<file path="src/rtl/dpsm_pkg.sv">
`timescale 1ns / 1ps

package dpsm_pkg;

   localparam int SLOTS      = 16;
   localparam int IDX_W      = $clog2(SLOTS);
   localparam int SURF_W     = 32;
   localparam int POC_W      = 32;
   localparam int FNUM_W     = 16;
   localparam int RSP_SLOT_W = 4;
   localparam int RSP_MASK_W = 16;

   localparam logic [SURF_W-1:0] NO_SURFACE = '1;

   typedef enum logic [1:0] {
      OP_BEGIN  = 2'd0,
      OP_REF    = 2'd1,
      OP_LOOKUP = 2'd2
   } op_type;

   // request fields held steady for the whole scan
   typedef struct packed {
      op_type              op;
      logic [SURF_W-1:0]   surface;
      logic [POC_W-1:0]    poc;
      logic                long_ref;
      logic                entry_valid;
      logic                last;
      logic [IDX_W-1:0]    cur_slot;
      logic                cur_valid;
   } dpsm_cmd_type;

   // slot write issued at the end of a begin-picture scan
   typedef struct packed {
      logic                en;
      logic [IDX_W-1:0]    idx;
      logic [SURF_W-1:0]   surface;
      logic [POC_W-1:0]    poc;
      logic [FNUM_W-1:0]   fnum;
   } dpsm_wr_type;

   // scan token handed from cell to cell
   typedef struct packed {
      logic                valid;
      logic                found;
      logic [IDX_W-1:0]    found_idx;
      logic [POC_W-1:0]    found_poc;
      logic [FNUM_W-1:0]   found_fnum;
      logic                found_lt;
      logic                free_found;
      logic [IDX_W-1:0]    free_idx;
      logic                min_valid;
      logic [IDX_W-1:0]    min_idx;
      logic [POC_W-1:0]    min_poc;
      logic [SLOTS-1:0]    freed;
   } dpsm_token_type;

endpackage

</file>
<file path="src/rtl/dpsm_cell.sv">
`timescale 1ns / 1ps

// One picture slot plus one stage of the scan chain.
module dpsm_cell
   import dpsm_pkg::*;
(
   input  logic                 clock,
   input  logic                 reset,
   input  logic [IDX_W-1:0]     cell_index,
   input  dpsm_cmd_type         cmd,
   input  dpsm_wr_type          wr,
   input  dpsm_token_type       tok_in,
   output dpsm_token_type       tok_out
);

   logic [SURF_W-1:0] surface_ff, surface_in;
   logic              used_ff, used_in;
   logic [POC_W-1:0]  poc_ff, poc_in;
   logic [FNUM_W-1:0] fnum_ff, fnum_in;
   logic              lt_ff, lt_in;
   logic              keep_ff, keep_in;
   dpsm_token_type    tok_ff, tok_in_next;

   logic match;
   logic is_current;
   logic kept;

   assign match      = used_ff && (surface_ff == cmd.surface);
   assign is_current = cmd.cur_valid && (cmd.cur_slot == cell_index);

   always_comb begin
      tok_in_next = tok_in;
      surface_in  = surface_ff;
      used_in     = used_ff;
      poc_in      = poc_ff;
      fnum_in     = fnum_ff;
      lt_in       = lt_ff;
      keep_in     = keep_ff;
      kept        = 1'b0;

      if (tok_in.valid) begin
         unique case (cmd.op)
            OP_BEGIN: begin
               if (match && !tok_in.found) begin
                  tok_in_next.found     = 1'b1;
                  tok_in_next.found_idx = cell_index;
               end
               if (!used_ff && !tok_in.free_found) begin
                  tok_in_next.free_found = 1'b1;
                  tok_in_next.free_idx   = cell_index;
               end
               // strict less-than keeps the lowest index on a tie
               if (!tok_in.min_valid || ($signed(poc_ff) < $signed(tok_in.min_poc))) begin
                  tok_in_next.min_valid = 1'b1;
                  tok_in_next.min_idx   = cell_index;
                  tok_in_next.min_poc   = poc_ff;
               end
            end
            OP_REF: begin
               if (cmd.entry_valid && match) begin
                  if (!tok_in.found) begin
                     tok_in_next.found     = 1'b1;
                     tok_in_next.found_idx = cell_index;
                  end
                  keep_in = 1'b1;
                  poc_in  = cmd.poc;
                  lt_in   = cmd.long_ref;
               end
               if (cmd.last) begin
                  kept = keep_in || is_current;
                  if (used_ff && !kept) begin
                     used_in                       = 1'b0;
                     tok_in_next.freed[cell_index] = 1'b1;
                  end
                  keep_in = 1'b0;
               end
            end
            OP_LOOKUP: begin
               if (match && !tok_in.found) begin
                  tok_in_next.found      = 1'b1;
                  tok_in_next.found_idx  = cell_index;
                  tok_in_next.found_poc  = poc_ff;
                  tok_in_next.found_fnum = fnum_ff;
                  tok_in_next.found_lt   = lt_ff;
               end
            end
            default: begin
            end
         endcase
      end

      if (wr.en && (wr.idx == cell_index)) begin
         surface_in = wr.surface;
         poc_in     = wr.poc;
         fnum_in    = wr.fnum;
         used_in    = 1'b1;
      end
   end

   always_ff @(posedge clock) begin
      if (reset) begin
         surface_ff   <= NO_SURFACE;
         used_ff      <= 1'b0;
         poc_ff       <= '0;
         fnum_ff      <= '0;
         lt_ff        <= 1'b0;
         keep_ff      <= 1'b0;
         tok_ff       <= '0;
      end else begin
         surface_ff   <= surface_in;
         used_ff      <= used_in;
         poc_ff       <= poc_in;
         fnum_ff      <= fnum_in;
         lt_ff        <= lt_in;
         keep_ff      <= keep_in;
         tok_ff       <= tok_in_next;
      end
   end

   assign tok_out = tok_ff;

endmodule

</file>
<file path="config.mk">
export PLATFORM = sky130hd
export DESIGN_NAME = dpsm_cell
export DESIGN_NICKNAME = d
export VERILOG_FILES = /design/src/rtl/dpsm_pkg.sv /design/src/rtl/dpsm_cell.sv
export SDC_FILE = /design/constraint.sdc
export NUM_CORES = 1
export LEC_CHECK = 0
export BUFFER_PORTS_ARGS = -buffer_cell sky130_fd_sc_hd__clkbuf_2
export CAP_MARGIN = 10
export CORE_ASPECT_RATIO = 0.6
export CORE_MARGIN = 2
export CORE_UTILIZATION = 43
export DETAILED_ROUTE_END_ITERATION = 8
export GPL_ROUTABILITY_DRIVEN = 0
export MAX_ROUTING_LAYER = met4
export PLACE_DENSITY = 0.74
export SLEW_MARGIN = 30
export SYNTH_ARGS = -nofsm -noshare
export SYNTH_HDL_FRONTEND = slang
export SYNTH_SLANG_ARGS = --single-unit
</file>
<file path="constraint.sdc">
create_clock -name clock -period 2.5 [get_ports clock]
set_input_delay 0.25 -clock clock [delete_from_list [all_inputs] [get_ports clock]]
set_output_delay 0.25 -clock clock [all_outputs]
set_load 0.05 [all_outputs]
</file>
==> metrics.yaml, run 1 <==
dieArea_mm2: 0.02208
grt_usage_pct: 25.89
syn_avg_cell_area_um2: 9.048
startpoint_type: "register"
ant_nets: 0
status: "finished with violations"
synth_edf_count: 0
synth_area_leaders: "dfxtp_1 44%, mux2i_1 14%, nand2b_1 5.2%"
criticalPathCategory: "register to register"
cp_common_cell: "buf_12"
gr-total-overflow: 0
worstMarginPinSlew_ns: 0.5121
die_w_um: 190.5
cts_max_level: 4
numClockSinks: 196
synth_area_mm2: 0.008976
cellPowerDensity_mw_per_mm2: 600.1
postCtsHoldBufs: 0
layout_common_cells: "389 x clkbuf_2, 192 x dfxtp_1, 123 x nor2_1, 123 x mux2i_1, 111 x nand2_1"
numCtsBuffers: 17
reg2reg_slack_ns: -0.03
num_vias: 8444
fin_cells: 1680
nNetsFinal: 1699
ir_worst_vdd_uv: 452.6
cts_tree: "built"
wirelength_um: 29390
hp-start: "wr[51]"
portBuffers: 390
whs_ns: 0.02909
worstRegToRegCells: 10
final_area_mm2: 0.01249
slew_violations: 0
grt_pass1_vias: 8078
drtPass1Iterations: 7
place_area_mm2: 0.01153
clockRootBuffer: "clkbuf_16"
area_growth_pct: 39.14
ys_ff_latch: 196
critPathMaxFanout: 10
cp.required_ns: 2.79
final_common_cell: "clkbuf_2"
slowest_stage: "or4_1"
path_delay_family: "simple AND/OR/NAND/NOR gates"
drc: 0
ys_types: 45
holdPathEnd: "surface_ff[3]$_SDFFE_PP1P_"
setup_slack_ns: -0.03143
critPathMaxStageDelay_ns: 0.54
synth_ff_type: "dfxtp_1"
drive_gt1_share_pct: 35.21
r2r-end: "poc_ff[22]$_SDFFE_PP0P_"
pre_cts_ws_ns: -0.1273
drt_iter0_drc: 558
grt_pass1_wl_um: 42550
clk_latency_ns: 0.43
grt_max_degree: 114
yosysWarningCount: 0
synthesis.nets: 1301
seq_area_frac_synth_pct: 43.71
violations: "setup timing"
fin_skew_ns: 0.01130
yosysTopAreaCell: "dfxtp_1"
rows: 40
finalHoldViolations: 0
relSlewSlack_pct: 65.86
synth_top_area_share_pct: 43.71
die_h_um: 115.9
hpwl_um: 21800
leakage_nw: 5.931
hold_path.class: "primary input to register"
core_area_mm2: 0.02022
max_freq_ghz: 0.3950
critical_path_arrival_ns: 2.82
timing.rr.start: "surface_ff[8]$_SDFFE_PP1P_"
setup_tns_ns: -0.04419
critPathBufInv: 3
maxCapViolCount: 0
fin_crit_ns: 2.531
setup_viol: 5
antenna_found_initial: 3
cts_max_path_buffers: 2
worstSetupEndpointType: "register"
post_drt_wl_per_cell_um: 17.49
initial_core_util_pct: 44.39
fin_crit_sh_pct: 101.3
synth_cells: 992
crit_chain: "xor2_1, or4_1, nor2_1, nand4_1, buf_6, nor3b_4, buf_12, buf_12, mux2i_1, a211oi_1"
num_io_pins: 391
clk_pin_slew_ns: 0.07
rsz0062_at_grt: "yes"
async_reset_ff_share_pct: 0
dp.cells: 1635
vias_per_cell: 5.026
hold-path-cell-count: 3
stage by stage:
stage,power (mW),utilization [%]
floorplan,4.140,-
global placement,4.606,57.01
detailed placement,4.627,57.01
CTS,7.519,60.19
global route,7.776,61.76
finish,7.495,61.77
power breakdown:
group | internal [mW] | switching (mW)
Combinational | 0.461 | 0.794
Sequential | 3.26 | 0.0671
Clock | 1.67 | 1.24
Total | 5.39 | 2.10
layer usage:
layer | vias to the layer above | routed length (µm) | GRT usage, %
met5 | - | 0 | -
met4 | 0 | 711 | 9.974
met3 | 42 | 1976 | 6.602
met2 | 307 | 13330 | 39.68
met1 | 3937 | 13370 | 32.93
li1 | 4158 | - | -
flip-flops by register name, summed over array words and instances, names as in the netlist:
register	count
lt_ff	1
used_ff	1
surface_ff	32
keep_ff	1
fnum_ff	16
tok_out	113
poc_ff	32
logic make-up (layout without fill, tap and decap cells):
| group | after synthesis | after routing | synth area share, % |
|---|---|---|---|
| AND/OR/NAND/NOR | 398 | 398 | 21.79 |
| multiplexers | 125 | 125 | 13.94 |
| flip-flops | 196 | 196 | 43.71 |
| other | 0 | 4 | 0 |
| XOR/XNOR | 36 | 36 | 3.513 |
| adder cells (fa/ha/maj) | 31 | 31 | 4.321 |
| AO/OA/AOI/OAI | 108 | 108 | 8.099 |
| buffers and inverters | 98 | 509 | 4.628 |
Yosys cell counts, types with 2 or more instances:
cell type / count
nor4_1: 5
nand3b_1: 32
buf_2: 8
a211oi_1: 34
xor2_1: 20
or4_1: 2
nand4_1: 9
nor2_1: 123
xnor2_1: 16
o21ai_0: 12
a21o_1: 3
a41oi_1: 16
buf_4: 2
mux2i_1: 125
inv_1: 36
dfxtp_1: 196
nand2_1: 111
nor3_1: 11
nand3_1: 4
nor2b_1: 13
nand4b_1: 2
clkbuf_1: 47
a21oi_1: 33
ha_1: 31
a31oi_1: 2
a211o_1: 2
nand2b_1: 74
and2_1: 2
buf_6: 4
a311oi_1: 2
timing repair:
action                                 in CTS  in global routing
gates cloned                                0                  8
endpoints found under the hold margin       0                  0
setup endpoints to repair                  64                126
gates resized for setup                     6                 21
setup buffers                               0                  1
pin swaps                                   3                 11
tightest hold or removal path: stages:
cell	delay (ns)
clkbuf_2	0.07
nand2_1	0.04
nand3b_1	0.06
cell type report:
cell class	instances	area (µm²)
Clock inverter	10	145.1
Timing Repair Buffer	441	2674
Tap cell	273	341.6
Inverter	36	135.1
Antenna cell	4	10.01
Multi-Input combinational cell	698	4778
Sequential cell	196	3931
Fill cell	1742	7730
Clock buffer	22	474.2
how the worst max path moves through the flow:
stage                               startpoint                       to  slack [ns]  depth (start not counted)
global route        surface_ff[8]$_SDFFE_PP1P_  poc_ff[22]$_SDFFE_PP0P_       -0.15                         10
global placement                       cmd[43]    tok_out[2]$_SDFF_PP0_       -0.06                         10
detailed placement                  tok_in[31]   tok_out[39]$_SDFF_PP0_       -0.13                         11
floorplan              poc_ff[31]$_SDFFE_PP0P_   tok_out[20]$_SDFF_PP0_        0.07                         10
finish              surface_ff[8]$_SDFFE_PP1P_  poc_ff[22]$_SDFFE_PP0P_       -0.03                         10
CTS                 surface_ff[8]$_SDFFE_PP1P_   poc_ff[4]$_SDFFE_PP0P_       -0.02                         10
No activity file was read; power rests on OpenSTA's default activity.
==> run 2, diff against run 1 <==
==> constraint.sdc (replaced) <==
create_clock -name clock -period 2.5 [get_ports clock]
set_input_delay 0.5 -clock clock [delete_from_list [all_inputs] [get_ports clock]]
set_output_delay 0.5 -clock clock [all_outputs]
set_load 0.05 [all_outputs]
==> run 2 against run 1 <==
Net effect: the flow now finishes without violations; total power shrank 4.4%; final cell count grew 0.54%; clock-buffer cell count is the same; critical endpoint is now tok_out[23]$_SDFF_PP0_; clock skew shrank 0.0023 ns; worst hold slack gained 0.25 ns.
==> metrics.yaml, run 2 (synthesis results as in run 1) <==
startpoint_type: "register"
area_growth_pct: 37.43
critical_path_arrival_ns: 2.77  # -0.05 ns
largest_reg_flops: 113  # unchanged
cp.required_ns: 2.84  # +0.05 ns
hold_path.class: "primary input to register"
criticalPathCategory: "register to register"
post_drt_wl_per_cell_um: 17.28  # -1.2%
critPathMaxFanout: 20  # +10
num_io_pins: 391  # unchanged
slew_violations: 0  # unchanged
cellPowerDensity_mw_per_mm2: 580.7  # -3.2%
cts_tree: "built"
gr-total-overflow: 0  # unchanged
slowest_stage: "a211o_2"
layout_common_cells: "389 x clkbuf_2, 191 x dfxtp_1, 123 x nor2_1, 123 x mux2i_1, 111 x nand2_1"
postCtsHoldBufs: 0  # unchanged
reg2reg_slack_ns: 0.07  # +0.10 ns
antenna_found_initial: 3  # unchanged
fin_crit_sh_pct: 97.08  # -4.2 points
path_delay_family: "simple AND/OR/NAND/NOR gates"
num_vias: 8495  # +0.60%
hold-path-cell-count: 3  # unchanged
cts_max_path_buffers: 2  # unchanged
final_common_cell: "clkbuf_2"
fin_crit_ns: 2.427  # -0.1045 ns
grt_pass1_vias: 8159  # +1.0%
max_freq_ghz: 0.4120  # +4.3%
die_h_um: 115.9  # unchanged
worstRegToRegCells: 9  # -1
nNetsFinal: 1708  # +0.53%
core_area_mm2: 0.02022  # unchanged
drtPass1Iterations: 5  # -2
r2r-end: "tok_out[23]$_SDFF_PP0_"
worstSetupEndpointType: "register"
clk_pin_slew_ns: 0.07  # about the same
setup_viol: 0  # -5
critPathBufInv: 1  # -2
holdPathEnd: "surface_ff[3]$_SDFFE_PP1P_"
portBuffers: 390  # unchanged
ant_nets: 0  # unchanged
drt_iter0_drc: 457  # -18%
finalHoldViolations: 0  # unchanged
setup_tns_ns: 0  # +0.04419 ns
dieArea_mm2: 0.02208  # unchanged
wirelength_um: 29180  # -0.72%
status: "completed"
grt_usage_pct: 25.88  # about the same
timing.rr.start: "poc_ff[27]$_SDFFE_PP0P_"
relSlewSlack_pct: 70.66  # +4.8 points
ir_worst_vdd_uv: 422.9  # -6.6%
numCtsBuffers: 17  # unchanged
maxCapViolCount: 0  # unchanged
critical_path_depth: 9  # -1
drc: 0  # unchanged
clockRootBuffer: "clkbuf_16"
crit_chain: "ha_1, nand4_1, nor4_4, a22o_1, nor3_2, xor2_1, a211o_2, buf_12, mux2i_1"
clk_latency_ns: 0.43  # about the same
fin_skew_ns: 0.009047  # -0.002251 ns
rows: 40  # unchanged
drive_gt1_share_pct: 35.69  # +0.48 points
leakage_nw: 5.894  # -0.62%
fillers: 1798  # +3.2%
numClockSinks: 196  # unchanged
vias_per_cell: 5.030  # about the same
initial_core_util_pct: 44.39  # unchanged
worstMarginPinSlew_ns: 0.4401  # -0.07207 ns
critPathMaxStageDelay_ns: 0.36  # -0.18 ns
whs_ns: 0.2785  # +0.2494 ns
grt_pass1_wl_um: 42790  # +0.55%
die_w_um: 190.5  # unchanged
cts_max_level: 4  # unchanged
hp-start: "wr[51]"
hpwl_um: 21840  # +0.19%
grt_max_degree: 87  # -24%
rsz0062_at_grt: "yes"
run 2: what timing repair did:
item | 4_1_cts | 5_1_grt
hold endpoints to repair | 0 | 0
resized for setup | 2 | 27
pin swaps | 0 | 9
setup buffers | 0 | 5
cloned | 0 | 4
endpoints found under the setup margin | 17 | 133
run 2: how the worst max path moves through the flow:
stage,start,end
after floorplan,cmd[48],tok_out[100]$_SDFF_PP0_
after global placement,cmd[43],tok_out[15]$_SDFF_PP0_
after detailed placement,cmd[43],tok_out[14]$_SDFF_PP0_
after CTS,surface_ff[3]$_SDFFE_PP1P_,tok_out[14]$_SDFF_PP0_
after global routing,surface_ff[17]$_SDFFE_PP1P_,poc_ff[1]$_SDFFE_PP0P_
final,poc_ff[27]$_SDFFE_PP0P_,tok_out[23]$_SDFF_PP0_
run 2: report_power, final:
part	leakage (nW)	internal, mW	switching, mW
registers	1.62	3.27	0.0686
logic	4.02	0.465	0.791
clock network	0.255	1.36	1.21
total	5.89	5.09	2.07
run 2: per-stage QoR:
stage	utilization (%)	area (µm²)	worst slack (ns)	power, mW	cells
final	61.01	12340	0.07306	7.164	1689
after global routing	61.00	12330	-0.01817	7.434	1688
after CTS	59.85	12100	0.01240	7.202	1676
after detailed placement	57.07	11540	-0.4727	4.642	1644
after global placement	57.07	11540	-0.5217	4.620	1644
after floorplan	-	8990	0.003910	4.142	992
run 2: cell type report:
| cell class | instances | area, µm² | share of cell area, % |
|---|---|---|---|
| flip-flops and latches | 196 | 3930 | 31.86 |
| clock inverters | 10 | 73.82 | 0.5984 |
| diodes | 4 | 10.01 | 0.08114 |
| inverters | 36 | 135.1 | 1.095 |
| well taps | 273 | 341.6 | 2.769 |
| clock buffers | 22 | 474.2 | 3.844 |
| multi-input cells | 698 | 4772 | 38.69 |
| repair buffers | 450 | 2599 | 21.07 |
run 2: worst reg2reg max path: cells and delay by family (launching register included):
family	cells	cell delay (ns)
simple gates	3	0.60
mux	1	0.20
buf+inv	1	0.19
compound gates	2	0.56
fa+ha+maj	1	0.30
xor+xnor	1	0.17
flops	1	0.32
run 2: layer usage:
layer | wire length (µm) | track usage [%] | vias to the layer above
met3 | 2008 | 6.814 | 36
met2 | 13490 | 40.95 | 298
li1 | - | - | 4181
met1 | 13220 | 33.00 | 3980
met4 | 461 | 6.667 | 0
met5 | 0 | - | -
==> run 3, diff against run 2 <==
--- a/config.mk
+++ b/config.mk
@@ -13,7 +13,8 @@
 export DETAILED_ROUTE_END_ITERATION = 8
 export GPL_ROUTABILITY_DRIVEN = 0
 export MAX_ROUTING_LAYER = met4
-export PLACE_DENSITY = 0.74
+export PLACE_DENSITY = 0.75
+export SETUP_SLACK_MARGIN = 0.3
 export SLEW_MARGIN = 30
 export SYNTH_ARGS = -nofsm -noshare
 export SYNTH_HDL_FRONTEND = slang
==> run 3 against run 2 <==
Net effect: register-to-register slack worse by 0.14 ns; clock power up 18%; core utilization up 3.3 points; maximum frequency fell by 5.5%; routed wire length up 5.0%; largest power group unchanged; setup slack got worse by 0.14 ns; sequential cell count stayed put; the flow now finishes with violations (setup timing); first-iteration DRC count up 23%; die area did not move; critical path depth increased by 1; final cell count is 0.77% higher; via count rose by 1.9%.
==> metrics.yaml, run 3 (synthesis results as in run 1) <==
hpwl_um: 21730  # -0.51%
antenna_found_initial: 3  # unchanged
critPathBufInv: 2  # +1
p_total_mw: 7.678  # +7.2%
grt.busiest_layer: "met2"
portBuffers: 390  # unchanged
drc: 0  # unchanged
grt_pass1_wl_um: 45420  # +6.2%
die_w_um: 190.5  # unchanged
p_sw_mw: 2.153  # +3.8%
clk_pin_slew_ns: 0.07  # about the same
clockRootBuffer: "clkbuf_16"
startpoint_type: "register"
cellPowerDensity_mw_per_mm2: 590.5  # +1.7%
ir_worst_vdd_uv: 457.8  # +8.3%
relSlewSlack_pct: 65.55  # -5.1 points
initial_core_util_pct: 44.39  # unchanged
crit_chain: "ha_1, a21oi_1, o21ai_0, a22o_1, nor3_2, xor2_1, a211o_4, buf_12, buf_16, mux2i_1"
cts_max_level: 4  # unchanged
p_int_mw: 5.525  # +8.6%
place_area_mm2: 0.01166  # +1.1%
use_met3_pct: 6.784  # -0.030 points
final_area_mm2: 0.01300  # +5.4%
worstMarginPinSlew_ns: 0.5168  # +0.07676 ns
critical_path_depth: 10  # +1
area_growth_pct: 44.86
finalHoldViolations: 0  # unchanged
reg2reg_slack_ns: -0.07  # -0.14 ns
rows: 40  # unchanged
critPathMaxStageDelay_ns: 0.45  # +0.09 ns
fin_crit_ns: 2.568  # +0.1409 ns
cts_max_path_buffers: 2  # unchanged
layout_common_cells: "389 x clkbuf_2, 185 x dfxtp_1, 122 x nor2_1, 117 x mux2i_1, 110 x nand2_1"
setup_tns_ns: -0.4770  # -0.4770 ns
drive_gt1_share_pct: 38.78  # +3.1 points
seq_power_share_pct: 43.4  # -3.1 points
wirelength_um: 30640  # +5.0%
critPathMaxFanout: 6  # -70%
rsz0062_at_grt: "yes"
violations: "setup timing"
slew_violations: 0  # unchanged
hold_path.class: "primary input to register"
worstRegToRegCells: 10  # +1
post_drt_wl_per_cell_um: 18.00  # +4.2%
gr-total-overflow: 0  # unchanged
power_frac_clock_pct: 39.4  # +3.5 points
leakage_nw: 6.129  # +4.0%
timing.rr.start: "poc_ff[23]$_SDFFE_PP0P_"
grt_max_degree: 91  # +4.6%
maxCapViolCount: 0  # unchanged
num_vias: 8659  # +1.9%
numCtsBuffers: 17  # unchanged
ant_nets: 0  # unchanged
core_area_mm2: 0.02022  # unchanged
final_common_cell: "clkbuf_2"
critical_path_arrival_ns: 2.92  # +0.15 ns
cp.required_ns: 2.85  # about the same
grt_usage_pct: 27.93  # +2.1 points
drt_iter0_drc: 561  # +23%
use_met2_pct: 44.80  # +3.9 points
use_met1_pct: 34.98  # +2.0 points
grt_pass1_vias: 8307  # +1.8%
largest_reg_flops: 113  # unchanged
fin_skew_ns: 0.01268  # +0.003637 ns
setup_slack_ns: -0.06785  # -0.1409 ns
worstSetupEndpointType: "register"
fin_crit_sh_pct: 102.7  # +5.6 points
max_freq_ghz: 0.3894  # -5.5%
combPwrFrac_pct: 17.2  # -0.3 points
setup_viol: 20  # +20
cp-endpoint: "tok_out[42]$_SDFF_PP0_"
slowest_stage: "a211o_4"
status: "finished with violations"
vias_per_cell: 5.088  # +1.2%
dieArea_mm2: 0.02208  # unchanged
r2r-end: "tok_out[42]$_SDFF_PP0_"
drtPass1Iterations: 5  # unchanged
clk_latency_ns: 0.44  # about the same
switching_share_pct: 28.04  # -0.91 points
path_delay_family: "compound AO/OA/AOI/OAI gates"
nNetsFinal: 1722  # +0.82%
cts_tree: "built"
numClockSinks: 196  # unchanged
finish.utilization_pct: 64.31  # +3.3 points
crit_start: "poc_ff[23]$_SDFFE_PP0P_"
num_io_pins: 391  # unchanged
criticalPathCategory: "register to register"
die_h_um: 115.9  # unchanged
run 3: changes by cell type in the layout (fill, tap and decap cells not counted), moves of 6 or more:
cell / previous run / this run
ha_4: 2 / 9
buf_12: 10 / 18
dfxtp_1: 191 / 185
mux2i_2: 1 / 7
buf_16: 0 / 10
ha_1: 29 / 22
mux2i_1: 123 / 117
run 3: worst min path at each step:
stage          cells after the start                        to                      from
2_1_floorplan                      2   fnum_ff[0]$_SDFFE_PP0P_   fnum_ff[0]$_SDFFE_PP0P_
3_3_place_gp                       2  fnum_ff[13]$_SDFFE_PP0P_  fnum_ff[13]$_SDFFE_PP0P_
3_5_place_dp                       2  fnum_ff[13]$_SDFFE_PP0P_  fnum_ff[13]$_SDFFE_PP0P_
4_1_cts                            2      keep_ff$_SDFFE_PP0P_                    cmd[5]
5_1_grt                            2      keep_ff$_SDFFE_PP0P_                    cmd[5]
6_report                           2      keep_ff$_SDFFE_PP0P_                    cmd[5]
run 3: per-stage QoR:
step                cells  setup WS [ns]  hold WS, ns
finish               1702       -0.06785       0.2693
global route         1702        -0.1101       0.2565
CTS                  1697       -0.03951       0.2526
detailed placement   1643        -0.3326       0.4477
global placement     1643        -0.2129       0.4426
floorplan             992        0.01721       0.4360
run 3: worst register-to-register path: stages (launching register included):
cell and delay [ns]:
dfxtp_2 0.35, ha_1 0.30, a21oi_1 0.21, o21ai_0 0.17
a22o_1 0.22, nor3_2 0.20, xor2_1 0.11, a211o_4 0.45
buf_12 0.17, buf_16 0.14, mux2i_1 0.18
run 3: cell type report:
class                   count  area (µm²)
well taps                 273       341.6
inverters                  36       150.1
clock buffers              21       470.5
flip-flops and latches    196        3948
fillers                  1671        7217
repair buffers            464        2965
diodes                      3       7.507
multi-input cells         698        4949
clock inverters            11       171.4
run 3: power groups by stage:
stage | clock [mW] | combinational (mW) | sequential (mW)
finish | 3.02 | 1.32 | 3.33
global route | 3.19 | 1.41 | 3.35
CTS | 3.06 | 1.29 | 3.33
detailed placement | 0 | 1.25 | 3.41
global placement | 0 | 1.23 | 3.40
floorplan | 0 | 0.405 | 3.75
run 3: routing by layer:
metal,routed length [µm],part of all wire (%)
met1,13150,43
met2,14570,48
met3,2340,7.6
met4,582,1.9
met5,0,0
run 3: what timing repair did:
item,in CTS,in global routing
setup endpoints to repair,140,140
setup buffers,12,2
gates cloned,10,0
gates resized for setup,33,32
pin swaps,17,17
hold buffers,0,0
